<file path="src/hw/rtl/ksis_pkg.sv">
package ksis_pkg;

    localparam int MAX_INTERVALS = 1024;
    localparam int ADDR_W        = $clog2(MAX_INTERVALS);
    localparam int CNT_W         = 11;
    localparam int MAX_SERVERS   = 16;
    localparam int SRV_W         = $clog2(MAX_SERVERS);
    localparam int SCNT_W        = 5;
    localparam int TIME_W        = 32;

    typedef struct packed {
        logic load;
        logic sort_init;
        logic rd_jm1;
        logic ld_key;
        logic shift;
        logic wr_key;
        logic sch_init;
        logic scan;
        logic upd;
        logic finish;
    } t_dp_cmd;

    typedef struct packed {
        logic i_lt_n;
        logic j_zero;
        logic cmp_gt;
        logic scan_done;
    } t_dp_stat;

endpackage

</file>
<file path="src/hw/rtl/ksis_ctrl.sv">
module ksis_ctrl
    import ksis_pkg::*;
(
    input  logic     i_clk,
    input  logic     i_rst_n,
    input  logic     start,
    input  logic     i_is_last,
    input  t_dp_stat i_stat,
    output t_dp_cmd  o_cmd,
    output logic     busy
);

    localparam logic [3:0] ST_IDLE     = 4'd0;
    localparam logic [3:0] ST_SORT_INI = 4'd1;
    localparam logic [3:0] ST_SORT_RDI = 4'd2;
    localparam logic [3:0] ST_SORT_LD  = 4'd3;
    localparam logic [3:0] ST_SORT_RDJ = 4'd4;
    localparam logic [3:0] ST_SORT_CMP = 4'd5;
    localparam logic [3:0] ST_SORT_WR  = 4'd6;
    localparam logic [3:0] ST_SCH_INI  = 4'd7;
    localparam logic [3:0] ST_SCH_RD   = 4'd8;
    localparam logic [3:0] ST_SCH_LD   = 4'd9;
    localparam logic [3:0] ST_SCH_SCAN = 4'd10;
    localparam logic [3:0] ST_SCH_UPD  = 4'd11;
    localparam logic [3:0] ST_DONE     = 4'd12;

    logic [3:0] r_state;
    logic [3:0] n_state;

    always_comb begin
        n_state = r_state;
        o_cmd   = '0;
        case (r_state)
            ST_IDLE: begin
                o_cmd.load = start;
                if (start && i_is_last) begin
                    n_state = ST_SORT_INI;
                end
            end
            ST_SORT_INI: begin
                o_cmd.sort_init = 1'b1;
                n_state         = ST_SORT_RDI;
            end
            ST_SORT_RDI: begin
                // store read address defaults to r_i
                if (i_stat.i_lt_n) begin
                    n_state = ST_SORT_LD;
                end else begin
                    n_state = ST_SCH_INI;
                end
            end
            ST_SORT_LD: begin
                o_cmd.ld_key = 1'b1;
                n_state      = ST_SORT_RDJ;
            end
            ST_SORT_RDJ: begin
                if (i_stat.j_zero) begin
                    n_state = ST_SORT_WR;
                end else begin
                    o_cmd.rd_jm1 = 1'b1;
                    n_state      = ST_SORT_CMP;
                end
            end
            ST_SORT_CMP: begin
                if (i_stat.cmp_gt) begin
                    o_cmd.shift = 1'b1;
                    n_state     = ST_SORT_RDJ;
                end else begin
                    n_state = ST_SORT_WR;
                end
            end
            ST_SORT_WR: begin
                o_cmd.wr_key = 1'b1;
                n_state      = ST_SORT_RDI;
            end
            ST_SCH_INI: begin
                o_cmd.sch_init = 1'b1;
                n_state        = ST_SCH_RD;
            end
            ST_SCH_RD: begin
                if (i_stat.i_lt_n) begin
                    n_state = ST_SCH_LD;
                end else begin
                    n_state = ST_DONE;
                end
            end
            ST_SCH_LD: begin
                o_cmd.ld_key = 1'b1;
                n_state      = ST_SCH_SCAN;
            end
            ST_SCH_SCAN: begin
                if (i_stat.scan_done) begin
                    n_state = ST_SCH_UPD;
                end else begin
                    o_cmd.scan = 1'b1;
                end
            end
            ST_SCH_UPD: begin
                o_cmd.upd = 1'b1;
                n_state   = ST_SCH_RD;
            end
            ST_DONE: begin
                o_cmd.finish = 1'b1;
                n_state      = ST_IDLE;
            end
            default: begin
                n_state = ST_IDLE;
            end
        endcase
    end

    always_ff @(posedge i_clk) begin
        if (!i_rst_n) begin
            r_state <= ST_IDLE;
        end else begin
            r_state <= n_state;
        end
    end

    assign busy = (r_state != ST_IDLE);

    a_no_load_busy: assert property (@(posedge i_clk) disable iff (!i_rst_n)
        busy |-> !o_cmd.load) else $error("item taken while busy");
    a_last_starts: assert property (@(posedge i_clk) disable iff (!i_rst_n)
        (start && !busy && i_is_last) |=> r_state == ST_SORT_INI)
        else $error("last item did not start run");
    a_done_once: assert property (@(posedge i_clk) disable iff (!i_rst_n)
        o_cmd.finish |=> !busy) else $error("run did not return to idle");

endmodule

</file>
<file path="config.mk">
export PLATFORM = sky130hd
export DESIGN_NAME = ksis_ctrl
export DESIGN_NICKNAME = d
export VERILOG_FILES = /design/src/hw/rtl/ksis_pkg.sv /design/src/hw/rtl/ksis_ctrl.sv
export SDC_FILE = /design/constraint.sdc
export NUM_CORES = 1
export LEC_CHECK = 0
export CAP_MARGIN = 10
export CELL_PAD_IN_SITES_DETAIL_PLACEMENT = 2
export CELL_PAD_IN_SITES_GLOBAL_PLACEMENT = 2
export CORE_AREA = 2 2 39 41
export CTS_CLUSTER_DIAMETER = 200
export DETAILED_ROUTE_END_ITERATION = 10
export DIE_AREA = 0 0 41 43
export DONT_BUFFER_PORTS = 1
export PLACE_DENSITY = 0.71
export SYNTH_ARGS = -nofsm -noshare
export SYNTH_HDL_FRONTEND = slang
export SYNTH_SLANG_ARGS = --single-unit
</file>
<file path="constraint.sdc">
create_clock -name i_clk -period 3 [get_ports i_clk]
set_input_delay 0.3 -clock i_clk [delete_from_list [all_inputs] [get_ports i_clk]]
set_output_delay 0.3 -clock i_clk [all_outputs]
set_load 0.005 [all_outputs]
</file>
# Word-level counts from Yosys, hierarchy flattened
# Cells that the tools add are included.
# totals
word_cells	42
ff_bits	4
input_bits	8
# classes
muxes	20
n_reduce_logical	7
n_eq_ne	14
# ops
op	n
$pmux 4 s10	1
$eq 4x4->1 const B	5
$eq 4x3->1 const B	4
$mux 1	13
$eq 4x2->1 const B	2
$mux 4	2
$mux 3	2
$reduce_or 2->1	3
$eq 4x1->1 const B	1
$logic_not 4->1	1
$mux 2	2
$ne 2x2->1 const B	2
$reduce_bool 4->1	1
$reduce_and 2->1	1
$logic_and 1x1->1	1

# Longest topological paths before layout
# depth
word_depth	3
ltp_mapped	4
mapped_depth_nobuf	3

# Worst setup path after synthesis
# OpenSTA, ideal clock, no wires.
# synth_path
path_type	flip-flop to output port
startpoint	reg r_state[3]
endpoint	out o_cmd[9] (netlist name)
n_path_buf	1
stages_incl_launch_ff	4
setup_slack_ns	1.808
t_arrival_ns	0.892
required_ns	2.700
cell_sequence	dfxtp_1 -> buf_6 -> nor4_1 -> and2_1
# synth_rtl
element	line	text
start: declaration	ksis_ctrl.sv:27	logic [3:0] r_state;
start signal: assignment	ksis_ctrl.sv:116	r_state <= n_state;
end: declaration	ksis_ctrl.sv:9	output t_dp_cmd o_cmd,

==> metrics.md <==
| Metric | Value |
|---|---|
| First-pass iteration count of the detailed router | 4 |
| Maximum clock insertion buffer count | 2 |
| Post-CTS Resized | 0 |
| CP arrival | 1.36 ns |
| Final instance area | 373 sq um |
| # DRC | 0 |
| Area after DPL | 350 sq um |
| Endpoints failing setup | 0 |
| Die area | 1760 sq um |
| Simple-Gate Fraction of Synth Area | 48.8% |
| Status | completed |
| Critical path type | flip-flop to output pin |
| Initial Util | 25.8% |
| Largest net degree at the start of global routing | 16 |
| Reg area | 80.1 sq um |
| Slew @ Worst Pin | 0.516 ns |
| Average wire per standard cell | 16.6 um |
| Num Clock Sinks | 4 |
| Synth warnings | 0 |
| Routed length on met2 | 490 um |
| Cell Area, Synth | 357 sq um |
| Total grt overflow | 0 |
| Worst setup SP type | flip-flop |
| H-Tree Depth | 1 |
| CP max stage delay | 0.46 ns |
| Post-synthesis sequential area ratio | 22.5% |
| Multiplexer area fraction after synthesis | 0% |
| Crit path required time | 2.70 ns |
| Die X | 41 um |
| Met3 WL | 65 um |
| Commonest non-fill, non-tap cell in the layout | nor2_1 |
| Crit-path max FO | 15 |
| Final Slew Violations | 0 |
| Top Metal Used | met4 |
| Tmin final | 1.66 ns |
| Number of diodes | 0 |
| Die height | 43 um |
| Initial antenna violation count | 0 |
| First-pass GRT wire length | 1590 um |
| Post-Synth XOR/XNOR Area | 2.46% |
| Worst skew pair latency | 0.25 ns |
| Setup crit end kind | output pin |
| Max reg flops | 4 |
| TritonCTS clock tree | built |
| Net Count, Synth | 54 |
| # IOs | 19 |
| HPWL after DPL | 753 um |
| Routability Congestion | 0.684 |
| Yosys reg bits | 4 |
| Vias in the first global route | 338 |
| HP Class | primary input to flip-flop |
| Final Util | 26.9% |
| WP buf/inv | 0 |
| Fraction of the mapped netlist area in compound gates | 17.9% |
| Hold_ws | 0.182 ns |
| Syn_area_per_cell | 7.75 sq um |
| CTS Buf Count | 3 |
| CP cell instances | nor4_1 -> and2_1 |
| Setup Buffers After CTS | 0 |
| PortBufs | 0 |
| Netlist cell types | 25 |
| Largest regs | r_state (4) |
| CP max stage cell | dfxtp_1 |
| Pwr dens | 709 nW/um^2 |
| Core area | 1380 sq um |
| Max-cap violations | 0 |
| DRT antenna net count | 0 |
| Final Hold Viols | 0 |
| Vias per cell | 5.48 |
| Relative max-transition margin | 65.5% |
| Top delay family on crit path | simple AND/OR/NAND/NOR gates |
| Reg with most FFs | r_state |
| Via count | 334 |
| Max VDD drop | 0.235 mV |
| Hold-fix buffers, CTS | 0 |
| # fillers | 181 |
| Final net count | 55 |
| CTS root buf | clkbuf_4 |
| Tot GR Track Use | 14.8% |
| Multi-input logic area | 246 sq um |
| Post-route clock skew | 0.00412 ns |
| Fin crit share | 55.2% |
| # rows | 14 |
| Initial DRC count | 4 |
| Met1 WL | 405 um |
| Post-Synth Adder-Cell Area | 0% |
| Leading cell types in the layout, fill and taps excluded | 5 x nor2_1, 4 x nand2b_1, 4 x dfxtp_1 |
| RSZ-0062 raised after global routing | false |
| Setup TNS Final | 0 ns |
| Mapped Cells | 46 |
| Clk slew on worst S/H paths | 0.04 ns |
| Highest Clock Rate | 604 MHz |
| Area Growth Syn to Fin | 4.56% |
| Share of layout cells above drive strength 1 | 13.3% |
| Total routed wirelength | 1010 um |
| Combinational family with the most area after synthesis | simple AND/OR/NAND/NOR gates |
| P_leak | 0.000128 uW |
==> worst reg2reg max path, delay by kind of cell (launching register included) <==
kind / cells / cell delay, ns
AO/OA/AOI/OAI: 1 / 0.25
flip-flops: 1 / 0.46
AND/OR/NAND/NOR: 2 / 0.52
==> area by class of cell <==
| class | count | share of cell area [%] |
|---|---|---|
| Multi-Input combinational cell | 37 | 66.1 |
| Sequential cell | 4 | 21.5 |
| Clock buffer | 3 | 6.04 |
| Tap cell | 16 | 5.37 |
| Inverter | 1 | 1.01 |
==> through the flow <==
step                total power (uW)  setup WS [ns]  instances
finish                           264           1.34         61
global route                     284           1.23         61
CTS                              268           1.33         61
detailed placement               195           1.60         58
global placement                 188           1.60         58
floorplan                        178           1.81         46
==> path summary, 6_finish.rpt <==
check,from,endpoint,slack [ns],cells past startpoint
min,i_rst_n,r_state[3],0.18,1
max reg2reg,r_state[1],r_state[0],1.66,3
min reg2reg,r_state[3],r_state[1],0.73,2
max,r_state[1],o_cmd[9],1.34,2
==> power by group <==
| part | switching, uW | total [uW] | leakage [uW] | internal, uW |
|---|---|---|---|---|
| sequential | 38.7 | 103 | 0.0000328 | 64.6 |
| clock | 27.6 | 72.7 | 0.0000138 | 45.1 |
| combinational | 40.5 | 88.4 | 0.0000811 | 47.8 |
==> cell usage after synthesis (all sizes together) <==
cell type  n  area, sq um
a211oi     1         7.51
a21boi     1         7.51
a21o       1         7.51
a21oi      2         10.0
and2       2         12.5
and3       1         6.26
buf        4         26.3
dfxtp      4         80.1
inv        1         3.75
nand2      2         7.51
nand2b     5         38.8
nand3b     2         15.0
nor2       5         18.8
nor2b      2         12.5
nor3       2         10.0
nor3b      1         7.51
nor4       2         12.5
nor4b      2         23.8
o21ai      3         15.0
o32ai      1         16.3
or3b       1         8.76
xnor2      1         8.76
==> kinds of logic after synthesis <==
family | count (synthesis)
compound gates | 9
xor+xnor | 1
buf+inv | 5
flops | 4
simple gates | 27
==> layer usage <==
metal,track usage (%),up-vias
li1,-,159
met1,14.5,158
met2,21.3,13
met3,6.81,4
met4,14.0,0
met5,0,-
No activity file was read; power rests on OpenSTA's default activity.
